[src/rtl/core/fstw_pkg.sv]
// Shared types and constants for the device tree structure block token walker.
// Used by every module under rtl/core; depends on nothing else.
`timescale 1ns / 1ps
`default_nettype none

package fstw_pkg;

  localparam int CFG_W       = 21;
  localparam int WORD_W      = 32;
  localparam int DEPTH_OUT_W = 6;
  localparam int CELL_IDX_W  = 20;
  // Cell count of a property is at most 2^30, so it needs one bit more.
  localparam int CELLS_W     = 31;

  localparam logic [WORD_W-1:0] TOK_BEGIN_NODE = 32'd1;
  localparam logic [WORD_W-1:0] TOK_END_NODE   = 32'd2;
  localparam logic [WORD_W-1:0] TOK_PROP       = 32'd3;
  localparam logic [WORD_W-1:0] TOK_NOP        = 32'd4;
  localparam logic [WORD_W-1:0] TOK_END        = 32'd9;

  typedef enum logic [5:0] {
    PH_TOKEN   = 6'b000001,
    PH_NAME    = 6'b000010,
    PH_LEN     = 6'b000100,
    PH_NAMEOFF = 6'b001000,
    PH_CELLS   = 6'b010000,
    PH_HALT    = 6'b100000
  } phase_e;

  typedef enum logic [3:0] {
    EV_BUSY    = 4'd0,
    EV_BEGIN   = 4'd1,
    EV_ENDNODE = 4'd2,
    EV_HEADER  = 4'd3,
    EV_CELL    = 4'd4,
    EV_END     = 4'd5,
    EV_NOP     = 4'd6,
    EV_BADTOK  = 4'd7,
    EV_OVERRUN = 4'd8,
    EV_DEPTH   = 4'd9
  } event_e;

  typedef struct packed {
    logic              valid;
    logic              first;
    logic [WORD_W-1:0] word;
  } item_t;

  typedef struct packed {
    event_e                 ev;
    logic [DEPTH_OUT_W-1:0] depth;
    logic [DEPTH_OUT_W-1:0] peak_depth;
    logic [WORD_W-1:0]      prop_length;
    logic [WORD_W-1:0]      str_offset;
    logic [WORD_W-1:0]      cell_value;
    logic [CELL_IDX_W-1:0]  cell_index;
  } result_t;

endpackage

`default_nettype wire

[src/rtl/core/fdt_structure_token_walker.sv]
// Top level of the device tree structure block token walker.
// Depends on fstw_pkg, fstw_in_stage and fstw_walk.
`timescale 1ns / 1ps
`default_nettype none

// Takes one big-endian structure block word per request and gives exactly one result per
// word. A word is held in the input register and its result is captured in the output
// register when the word moves on; a new word is taken every cycle as
// long as the result side keeps up; the walk state updates once per word in a single pass.
// A word with first_word_i set restarts the walk. The block size register must be written
// while no word is in flight; sizes above MAX_WORDS are treated as MAX_WORDS.
module fdt_structure_token_walker #(
  parameter int MAX_DEPTH = 32,
  parameter int MAX_WORDS = 1048576
) (
  input  wire logic                            clk_i,
  input  wire logic                            rst_ni,
  input  wire logic                            cfg_valid_i,
  output logic                                 cfg_ready_o,
  input  wire logic [fstw_pkg::CFG_W-1:0]      cfg_struct_size_words_i,
  input  wire logic                            in_valid_i,
  output logic                                 in_ready_o,
  input  wire logic [fstw_pkg::WORD_W-1:0]     word_i,
  input  wire logic                            first_word_i,
  output logic                                 out_valid_o,
  input  wire logic                            out_ready_i,
  output logic [3:0]                           event_res_o,
  output logic [fstw_pkg::DEPTH_OUT_W-1:0]     depth_o,
  output logic [fstw_pkg::DEPTH_OUT_W-1:0]     peak_depth_o,
  output logic [fstw_pkg::WORD_W-1:0]          prop_length_o,
  output logic [fstw_pkg::WORD_W-1:0]          str_offset_o,
  output logic [fstw_pkg::WORD_W-1:0]          cell_value_o,
  output logic [fstw_pkg::CELL_IDX_W-1:0]      cell_index_o
);

  localparam int PW = $clog2(MAX_WORDS + 1);
  localparam int XW = (PW > fstw_pkg::CFG_W) ? PW : fstw_pkg::CFG_W;

  logic [fstw_pkg::CFG_W-1:0] size_cfg_q;
  logic [XW-1:0]              size_ext;
  logic [PW-1:0]              size_eff;
  fstw_pkg::item_t            item;
  fstw_pkg::result_t          res;
  fstw_pkg::result_t          res_q;
  logic                       out_valid_q;
  logic                       advance;

  assign cfg_ready_o = 1'b1;

  always_ff @(posedge clk_i or negedge rst_ni) begin
    if (!rst_ni) begin
      size_cfg_q <= '0;
    end else if (cfg_valid_i) begin
      size_cfg_q <= cfg_struct_size_words_i;
    end
  end

  assign size_ext = (XW'(size_cfg_q) > XW'(MAX_WORDS)) ? XW'(MAX_WORDS) : XW'(size_cfg_q);
  assign size_eff = size_ext[PW-1:0];

  // A word moves on when the output register is empty or is being emptied.
  assign advance = item.valid && (!out_valid_q || out_ready_i);

  fstw_in_stage u_in_stage (
    .clk_i        (clk_i),
    .rst_ni       (rst_ni),
    .in_valid_i   (in_valid_i),
    .in_ready_o   (in_ready_o),
    .word_i       (word_i),
    .first_word_i (first_word_i),
    .take_i       (advance),
    .item_o       (item)
  );

  fstw_walk #(
    .MAX_DEPTH (MAX_DEPTH),
    .MAX_WORDS (MAX_WORDS)
  ) u_walk (
    .clk_i    (clk_i),
    .rst_ni   (rst_ni),
    .step_i   (advance),
    .item_i   (item),
    .size_i   (size_eff),
    .result_o (res)
  );

  always_ff @(posedge clk_i or negedge rst_ni) begin
    if (!rst_ni) begin
      out_valid_q <= 1'b0;
    end else if (advance) begin
      out_valid_q <= 1'b1;
    end else if (out_ready_i) begin
      out_valid_q <= 1'b0;
    end
  end

  always_ff @(posedge clk_i) begin
    if (advance) begin
      res_q <= res;
    end
  end

  assign out_valid_o   = out_valid_q;
  assign event_res_o   = res_q.ev;
  assign depth_o       = res_q.depth;
  assign peak_depth_o  = res_q.peak_depth;
  assign prop_length_o = res_q.prop_length;
  assign str_offset_o  = res_q.str_offset;
  assign cell_value_o  = res_q.cell_value;
  assign cell_index_o  = res_q.cell_index;

endmodule

`default_nettype wire

[src/rtl/core/fstw_in_stage.sv]
// Input register for the token walker: holds one structure word and its restart flag.
// Depends on fstw_pkg.
`timescale 1ns / 1ps
`default_nettype none

module fstw_in_stage (
  input  wire logic                       clk_i,
  input  wire logic                       rst_ni,
  input  wire logic                       in_valid_i,
  output logic                            in_ready_o,
  input  wire logic [fstw_pkg::WORD_W-1:0] word_i,
  input  wire logic                       first_word_i,
  input  wire logic                       take_i,
  output fstw_pkg::item_t                 item_o
);

  logic                        valid_q;
  logic                        first_q;
  logic [fstw_pkg::WORD_W-1:0] word_q;

  // The held word may be replaced in the same cycle in which it moves on.
  assign in_ready_o = !valid_q || take_i;

  always_ff @(posedge clk_i or negedge rst_ni) begin
    if (!rst_ni) begin
      valid_q <= 1'b0;
    end else if (in_valid_i && in_ready_o) begin
      valid_q <= 1'b1;
    end else if (take_i) begin
      valid_q <= 1'b0;
    end
  end

  always_ff @(posedge clk_i) begin
    if (in_valid_i && in_ready_o) begin
      first_q <= first_word_i;
      word_q  <= word_i;
    end
  end

  assign item_o.valid = valid_q;
  assign item_o.first = first_q;
  assign item_o.word  = word_q;

endmodule

`default_nettype wire

[src/rtl/core/fstw_walk.sv]
// Walk state and the per-word decode of the structure block tokens.
// Depends on fstw_pkg; driven from the input register, feeds the result register.
`timescale 1ns / 1ps
`default_nettype none

module fstw_walk #(
  parameter int MAX_DEPTH = 32,
  parameter int MAX_WORDS = 1048576,
  localparam int PW = $clog2(MAX_WORDS + 1),
  localparam int DW = $clog2(MAX_DEPTH + 1)
) (
  input  wire logic           clk_i,
  input  wire logic           rst_ni,
  input  wire logic           step_i,
  input  wire fstw_pkg::item_t item_i,
  input  wire logic [PW-1:0]  size_i,
  output fstw_pkg::result_t   result_o
);

  localparam int SUMW = ((PW > fstw_pkg::CELLS_W) ? PW : fstw_pkg::CELLS_W) + 1;

  fstw_pkg::phase_e                  phase_q, phase_d, eff_phase;
  logic [DW-1:0]                     open_q, open_d, eff_open;
  logic [DW-1:0]                     deep_q, deep_d, eff_deep;
  logic [PW-1:0]                     pos_q, pos_d, eff_pos, next_pos;
  logic [fstw_pkg::CELLS_W-1:0]      cl_q, cl_d, eff_cl, cells, cl_dec;
  logic [fstw_pkg::CELL_IDX_W-1:0]   cc_q, cc_d, eff_cc;
  logic [fstw_pkg::WORD_W-1:0]       hl_q, hl_d, eff_hl;
  logic [fstw_pkg::WORD_W-1:0]       hn_q, hn_d, eff_hn;
  logic [SUMW-1:0]                   span;
  logic                              last_word;
  logic                              zero_byte;
  logic [fstw_pkg::WORD_W-1:0]       word;
  fstw_pkg::result_t                 res;

  assign word = item_i.word;

  // A restart word sees the walk as if it had just come out of reset.
  always_comb begin
    eff_phase = item_i.first ? fstw_pkg::PH_TOKEN : phase_q;
    eff_open  = item_i.first ? '0 : open_q;
    eff_deep  = item_i.first ? '0 : deep_q;
    eff_pos   = item_i.first ? '0 : pos_q;
    eff_cl    = item_i.first ? '0 : cl_q;
    eff_cc    = item_i.first ? '0 : cc_q;
    eff_hl    = item_i.first ? '0 : hl_q;
    eff_hn    = item_i.first ? '0 : hn_q;
  end

  assign next_pos  = eff_pos + PW'(1);
  assign last_word = next_pos >= size_i;
  assign zero_byte = (word[31:24] == 8'd0) || (word[23:16] == 8'd0) ||
                     (word[15:8] == 8'd0) || (word[7:0] == 8'd0);
  assign cells     = fstw_pkg::CELLS_W'(eff_hl[31:2]) +
                     fstw_pkg::CELLS_W'(|eff_hl[1:0]);
  // The property and all of its cells must leave room for a following token.
  assign span      = SUMW'(next_pos) + SUMW'(cells);
  assign cl_dec    = (eff_cl != '0) ? eff_cl - fstw_pkg::CELLS_W'(1) : eff_cl;

  always_comb begin
    phase_d = eff_phase;
    open_d  = eff_open;
    deep_d  = eff_deep;
    pos_d   = eff_pos;
    cl_d    = eff_cl;
    cc_d    = eff_cc;
    hl_d    = eff_hl;
    hn_d    = eff_hn;
    res     = '0;
    res.ev  = fstw_pkg::EV_BUSY;

    if (eff_phase != fstw_pkg::PH_HALT) begin
      if (eff_pos >= size_i) begin
        res.ev  = fstw_pkg::EV_OVERRUN;
        phase_d = fstw_pkg::PH_HALT;
      end else begin
        pos_d = next_pos;
        case (eff_phase)
          fstw_pkg::PH_TOKEN: begin
            case (word)
              fstw_pkg::TOK_BEGIN_NODE: begin
                res.depth = fstw_pkg::DEPTH_OUT_W'(eff_open);
                if (eff_open >= DW'(MAX_DEPTH)) begin
                  res.ev  = fstw_pkg::EV_DEPTH;
                  phase_d = fstw_pkg::PH_HALT;
                end else begin
                  res.ev  = fstw_pkg::EV_BEGIN;
                  if (eff_open > eff_deep) begin
                    deep_d = eff_open;
                  end
                  open_d  = eff_open + DW'(1);
                  phase_d = fstw_pkg::PH_NAME;
                end
              end
              fstw_pkg::TOK_END_NODE: begin
                if (eff_open == '0) begin
                  res.ev  = fstw_pkg::EV_DEPTH;
                  phase_d = fstw_pkg::PH_HALT;
                end else if (last_word) begin
                  res.ev  = fstw_pkg::EV_OVERRUN;
                  phase_d = fstw_pkg::PH_HALT;
                end else begin
                  open_d    = eff_open - DW'(1);
                  res.ev    = fstw_pkg::EV_ENDNODE;
                  res.depth = fstw_pkg::DEPTH_OUT_W'(eff_open - DW'(1));
                end
              end
              fstw_pkg::TOK_PROP: begin
                phase_d = fstw_pkg::PH_LEN;
              end
              fstw_pkg::TOK_NOP: begin
                if (last_word) begin
                  res.ev  = fstw_pkg::EV_OVERRUN;
                  phase_d = fstw_pkg::PH_HALT;
                end else begin
                  res.ev = fstw_pkg::EV_NOP;
                end
              end
              fstw_pkg::TOK_END: begin
                res.ev  = fstw_pkg::EV_END;
                phase_d = fstw_pkg::PH_HALT;
              end
              default: begin
                res.ev  = fstw_pkg::EV_BADTOK;
                phase_d = fstw_pkg::PH_HALT;
              end
            endcase
          end
          fstw_pkg::PH_NAME: begin
            if (zero_byte) begin
              if (last_word) begin
                res.ev  = fstw_pkg::EV_OVERRUN;
                phase_d = fstw_pkg::PH_HALT;
              end else begin
                phase_d = fstw_pkg::PH_TOKEN;
              end
            end
          end
          fstw_pkg::PH_LEN: begin
            hl_d    = word;
            phase_d = fstw_pkg::PH_NAMEOFF;
          end
          fstw_pkg::PH_NAMEOFF: begin
            hn_d = word;
            if (span >= SUMW'(size_i)) begin
              res.ev  = fstw_pkg::EV_OVERRUN;
              phase_d = fstw_pkg::PH_HALT;
            end else begin
              res.ev          = fstw_pkg::EV_HEADER;
              res.prop_length = eff_hl;
              res.str_offset  = word;
              cl_d            = cells;
              cc_d            = '0;
              phase_d         = (cells != '0) ? fstw_pkg::PH_CELLS : fstw_pkg::PH_TOKEN;
            end
          end
          fstw_pkg::PH_CELLS: begin
            res.ev          = fstw_pkg::EV_CELL;
            res.prop_length = eff_hl;
            res.str_offset  = eff_hn;
            res.cell_value  = word;
            res.cell_index  = eff_cc;
            cc_d            = eff_cc + fstw_pkg::CELL_IDX_W'(1);
            cl_d            = cl_dec;
            if (cl_dec == '0) begin
              phase_d = fstw_pkg::PH_TOKEN;
            end
          end
          default: begin
            phase_d = fstw_pkg::PH_HALT;
          end
        endcase
      end
    end
    res.peak_depth = fstw_pkg::DEPTH_OUT_W'(deep_d);
  end

  always_ff @(posedge clk_i or negedge rst_ni) begin
    if (!rst_ni) begin
      phase_q <= fstw_pkg::PH_TOKEN;
      open_q  <= '0;
      deep_q  <= '0;
      pos_q   <= '0;
      cl_q    <= '0;
      cc_q    <= '0;
      hl_q    <= '0;
      hn_q    <= '0;
    end else if (step_i) begin
      phase_q <= phase_d;
      open_q  <= open_d;
      deep_q  <= deep_d;
      pos_q   <= pos_d;
      cl_q    <= cl_d;
      cc_q    <= cc_d;
      hl_q    <= hl_d;
      hn_q    <= hn_d;
    end
  end

  assign result_o = res;

endmodule

`default_nettype wire

[config.mk]
export PLATFORM = sky130hd
export DESIGN_NAME = fdt_structure_token_walker
export DESIGN_NICKNAME = d
export VERILOG_FILES = /design/src/rtl/core/fstw_pkg.sv /design/src/rtl/core/fdt_structure_token_walker.sv /design/src/rtl/core/fstw_in_stage.sv /design/src/rtl/core/fstw_walk.sv
export SDC_FILE = /design/constraint.sdc
export NUM_CORES = 1
export LEC_CHECK = 0
export ABC_CLOCK_PERIOD_IN_PS = 21600
export CORE_AREA = 2 2 185 187
export CTS_BUF_LIST = sky130_fd_sc_hd__clkbuf_4
export DETAILED_ROUTE_END_ITERATION = 12
export DIE_AREA = 0 0 187 189
export DONT_BUFFER_PORTS = 1
export PLACE_DENSITY_LB_ADDON = 0.1
export RECOVER_POWER = 50
export REMOVE_ABC_BUFFERS = 1
export SYNTH_ARGS = -nofsm -noshare
export SYNTH_HDL_FRONTEND = slang
export SYNTH_SLANG_ARGS = --single-unit
[constraint.sdc]
create_clock -name clk_i -period 21.6 [get_ports clk_i]
set_input_delay 4.32 -clock clk_i [delete_from_list [all_inputs] [get_ports clk_i]]
set_output_delay 4.32 -clock clk_i [all_outputs]
set_load 0.03 [all_outputs]
### Word-level counts from Yosys, hierarchy flattened

Index checks and enable logic that the tools add are counted.

* flip-flop bits (word level): 342
* logic and storage cells: 141
* output and inout port bits: 135

* equality and inequality tests: 11
* $lt $le $gt $ge: 6
* reductions and logical operators: 23
* bitwise gates (word level): 3
* add/subtract/negate cells: 7
* multiplexer cells: 70

Operators by type and width (number)
* $mux 32: 8
* $mux 6: 26
* $mux 31: 5
* $pmux 64 s2: 1
* $mux 21: 4
* $mux 20: 4
* $eq 32x2->1 const B: 2
* $mux 64: 1
* $pmux 31 s2: 1
* $reduce_bool 31->1: 2
* $ge 21x21->1: 2
* $pmux 20 s2: 1
* $add 21x31->32: 1
* $eq 32x1->1 const B: 1
* $eq 32x3->1 const B: 1
* $eq 32x4->1 const B: 1
* $ge 32x21->1: 1
* $logic_not 8->1: 4
* $mux 4: 8
* $add 30x1->31: 1
* $logic_not 31->1: 1
* $sub 31x1->31 const B: 1
* $pmux 6 s5: 1
* $pmux 6 s2: 2
* other kinds (26): 40

### Longest topological paths before layout

* depth after elaboration: 9
* depth in mapped cells: 40
* depth with buffers taken out: 30

### Modules after synthesis

A second synthesis with hierarchy kept.

* cell total of the unflattened synthesis: 2003
* area total of the unflattened synthesis: 20353.3 um^2

Modules (own cells, without submodules)
* fstw_walk: cells an instance 1759, instances 1, seq. area each 3854.9 um^2, area an instance 14276.2 um^2
* fdt_structure_token_walker: cells an instance 205, instances 1, seq. area each 4514.3 um^2, area an instance 5017.3 um^2
* fstw_in_stage: cells an instance 39, instances 1, seq. area each 1016.0 um^2, area an instance 1059.8 um^2

### Worst setup path before layout

OpenSTA, ideal clock, no wires.

* kind: in2reg
* start: input out_ready_i
* end: register u_walk.open_q[4]
* data arrival time: 9359 ps
* slack: 12138 ps
* library setup time: 103 ps
* stages on the path: 7
* cell sequence: nand2b_1 > nand2_1 > inv_1 > clkbuf_1 > buf_1 > nand2_1 > o21ai_0

* longest elaborated chain between the ends: 2

RTL lines
* start, declared: line fdt_structure_token_walker.sv:26 `input wire logic out_ready_i,`
* $logic_or 1x1->1: line fdt_structure_token_walker.sv:62 `assign advance = item.valid && (!out_valid_q || out_ready_i);`
* $logic_and 1x1->1: line fdt_structure_token_walker.sv:62
* via advance: line fdt_structure_token_walker.sv:46 `logic advance;`
* end signal, assigned: line fstw_walk.sv:190 `open_q <= open_d;`
* end, declared: line fstw_walk.sv:23 `logic [DW-1:0] open_q, open_d, eff_open;`

The timed path passes the listed nets, and every way through them passes these cells.
A chain may end at the register's enable or synchronous reset.

### Worst setup path after layout

* start: input out_ready_i
* end: register u_walk.cc_q[16] (netlist bit)

* longest elaborated chain between the ends: 2

RTL lines
* $logic_or 1x1->1: line fdt_structure_token_walker.sv:62
* $logic_and 1x1->1: line fdt_structure_token_walker.sv:62
* end signal, assigned: line fstw_walk.sv:185 `cc_q <= '0;`
* end signal, assigned: line fstw_walk.sv:194 `cc_q <= cc_d;`
* end, declared: line fstw_walk.sv:27 `logic [fstw_pkg::CELL_IDX_W-1:0] cc_q, cc_d, eff_cc;`

No other way between the ends.

==> impl_metrics.csv <==
group,metric,value,unit
placement,hpwl,38.5,mm
cts,clk_pin_slew_worst_paths,0.07,ns
cts,numCtsBuffers,91,
power,p_leak,9.15,nW
synthesis,async_flop_share,0.518,
cells_and_area,design_area,0.0216,mm²
min_path,hold_path_class,"register to register",
route,drc,0,
outcome,violations,"capacitance limit, slew limit",
cells_and_area,fillers,2738,
min_path,min_to,"u_walk.deep_q[0]$_DFFE_PN0P_",
synthesis,syn_avg_cell_area,10.2,µm²
power,swShare,0.301,
synthesis,synth_area_leader_cell,"edfxtp_1",
synthesis,ys.warnings.count,0,
global_routing,antenna_found_initial,2,
power,comb_power_share,0.133,
synthesis,synth_seq_area_share,0.469,
worst_setup_path,setup.worst_path.class,"primary input to register",
cells_and_area,area_growth_syn_to_layout,7.94,%
synthesis,synth_area,0.0200,mm²
sta,setup_viol,0,
cts,cts-htree-levels,3,
power,pwr-share-clk,0.380,
worst_setup_path,end_kind,"register",
sta,clock_skew,0.0371,ns
power,intPower,0.00113,W
die,std_cell_rows,67,
worst_setup_path,r2r_end,"u_walk.cl_q[16]$_DFFE_PN0P_",
worst_setup_path,slowest_stage,"clkbuf_1",
global_routing,grt_pass1_vias,16100,
die,ioPinCount,194,
synthesis,synth_top_area_frac,0.248,
synthesis,netlist_instances,1964,
sta,fmax,0.0957,GHz
sta,maxSlewHeadroom,-1.36,
synthesis,synth-edff-count,165,
sta,fin_crit_sh,0.484,
route,vias,16400,
placement,io_buffers,0,
route,detail-route-antenna-nets,0,
cts,post_cts_buffers,0,
global_routing,grt_pass1_wl,90.2,mm
power,seqPwrFrac,0.487,
power,switchingPower,0.000486,W
cts,cts_root_buffer,"clkbuf_4",
sta,fin_setup_tns,0,ns
synthesis,ys_types,95,
die,start_util,0.601,
placement,place_area,0.0204,mm²
cts,cts_resized,0,
die,die_h,189,µm
route,avgRoutedWirePerCell,22.6,µm
synthesis,synth_flop_cell,"dfrtp_1",
sta,grt_setup_unrepaired,"no",
cts,clockBufferDepth,3,
worst_setup_path,path_cells,"nand2b_1 > nand2_1 > clkinvlp_2 > clkbuf_1 > nand2_1 > nor4_1 > o21ai_0 > a21oi_1",
sta,hold_viol_final,0,
power,p_per_area,74.6,mW/mm²
route,first_iter_violations,1498,
worst_setup_path,r2r-start,"u_in_stage.first_q$_DFFE_PP_",
min_path,min_path_cells,2,
worst_setup_path,r2r_slack,12.81,ns
worst_setup_path,critPathMaxStageDelay,2.56,ns
worst_setup_path,critPathLaunchType,"primary input",
placement,gp_congestion,0.926,
global_routing,grt-ovfl-total,0,
die,fp.coreArea,0.0333,mm²
synthesis,yosys-top-cells-area,"edfxtp_1 25%, dfrtp_1 22%, ha_1 6.3%, a22o_1 4.9%, nand2_1 3.0%",
sta,final.min_clock_period,10.45,ns
worst_setup_path,crit_top_cell,"nand2_1",
cts,clock_latency,0.82,ns
route,dr.pass1.iters,8,
power,ir_drop,0.0529,mV
worst_setup_path,r2r_cells,33,
worst_setup_path,cp.arrival,11.18,ns
outcome,status,"finished with violations",
cts,cts_hold_buf,0,
worst_setup_path,required,22.33,ns
die,fp.dieW,187,µm
sta,tightestPinTransition,3.55,ns
cts,cts_tree,"built",
synthesis,synth_seq_cells,342,
sta,slew_viol_final,249,
cells_and_area,drive_gt1_frac,0.121,
die,dieArea,0.0353,mm²
route,wl,56.6,mm
cts,numClockSinks,342,
global_routing,grt_max_degree,178,
cells_and_area,fin_nets,2136,
min_path,hold_start,"u_walk.deep_q[0]$_DFFE_PN0P_",
worst_setup_path,path_max_fanout,72,
global_routing,grtUsageTotal,0.324,
route,viasPerCell,6.55,
flow_run,drv_cap,5,
## area by class of cell
| class | count | area [µm²] | share of cell area |
|---|---|---|---|
| Antenna cell | 2 | 5.00 | 0.000232 |
| Clock buffer | 151 | 1130 | 0.0525 |
| Clock inverter | 17 | 119 | 0.00550 |
| Inverter | 45 | 170 | 0.00788 |
| Multi-Input combinational cell | 1470 | 10000 | 0.465 |
| Sequential cell | 342 | 9390 | 0.435 |
| Tap cell | 448 | 561 | 0.0260 |
| Timing Repair Buffer | 26 | 176 | 0.00817 |
## state kept, by name, indices dropped and copies added (netlist names), 6 cells and up
name and flops:
cell_value_o 32, prop_length_o 32, str_offset_o 32, u_in_stage.word_q 32, u_walk.hl_q 32, u_walk.hn_q 32
u_walk.cl_q 31, size_cfg_q 21, u_walk.pos_q 21, cell_index_o 20, u_walk.cc_q 20, depth_o 6
peak_depth_o 6, u_walk.deep_q 6, u_walk.open_q 6, u_walk.phase_q 6
## per-stage QoR
stage | hold slack (ns) | power, W | cells | setup WS [ns] | utilization
after floorplan | 0.438 | 0.000933 | 1857 | 9.58 | -
after global placement | 0.458 | 0.00100 | 2331 | 12.61 | 0.612
after detailed placement | 0.457 | 0.00101 | 2331 | 12.59 | 0.612
after CTS | 0.476 | 0.00162 | 2499 | 12.59 | 0.650
after global routing | 0.506 | 0.00169 | 2501 | 10.60 | 0.649
final | 0.475 | 0.00161 | 2501 | 11.15 | 0.649
## worst max-delay path by stage
stage,cells past startpoint,startpoint,to
floorplan,6,out_ready_i,u_walk.hl_q[0]$_DFFE_PN0P_
global placement,1,out_ready_i,in_ready_o
detailed placement,1,out_ready_i,in_ready_o
CTS,1,out_ready_i,in_ready_o
global route,8,out_ready_i,u_walk.cc_q[6]$_DFFE_PN0P_
finish,8,out_ready_i,u_walk.cc_q[16]$_DFFE_PN0P_
## cell usage in the layout (no fill, tap or decap), drive strengths merged, types with 45 or more instances in the layout
master and instances:
dfrtp 176, edfxtp 165, nand2 158, clkbuf 156, nor2 137, a22o 113, a21oi 111, ha 100
o21ai 95, and2 87, nor3 51, nand3 49, inv 47, nor4 45
## per-layer routing
| metal | global-route usage | up-vias | part of all wire |
|---|---|---|---|
| met2 | 0.517 | 760 | 0.46 |
| li1 | - | 7488 | - |
| met1 | 0.427 | 7979 | 0.42 |
| met5 | 0.00275 | - | 0 |
| met3 | 0.0652 | 155 | 0.076 |
| met4 | 0.154 | 0 | 0.042 |
## worst max-delay path, delay by kind of cell
family	cells	cell delay [ns]
compound gates	2	0.28
simple gates	4	2.63
buf+inv	2	3.85
## power groups by stage
stage | clock network (W) | registers [W] | logic, W
global route | 0.000663 | 0.000789 | 0.000235
floorplan | 0 | 0.000789 | 0.000144
global placement | 0 | 0.000795 | 0.000207
CTS | 0.000625 | 0.000783 | 0.000212
detailed placement | 0 | 0.000796 | 0.000211
finish | 0.000613 | 0.000785 | 0.000214
## logic make-up (layout without fill, tap and decap cells)
family	Yosys count	in the layout	share of synthesized area
and+or+nand+nor	721	721	0.193
AOI/OAI and AO/OA	538	538	0.193
DFF	342	342	0.469
buffers and inverters	152	239	0.0298
adders and majority gates	101	101	0.0635
xor gates and xnor gates	74	74	0.0328
muxes	35	35	0.0189
other	1	3	0.000187
## cells in the mapped netlist, drive strengths merged (39+ instances only)
library cell	instances
dfrtp	176
edfxtp	165
nand2	158
nor2	137
a22o	113
a21oi	111
ha	100
o21ai	95
and2	87
clkbuf	82
nor3	51
nand3	49
nor4	45
inv	44
xnor2	41
nor2b	40
a21o	39
Note: power is estimated with default switching activity, not from simulation.
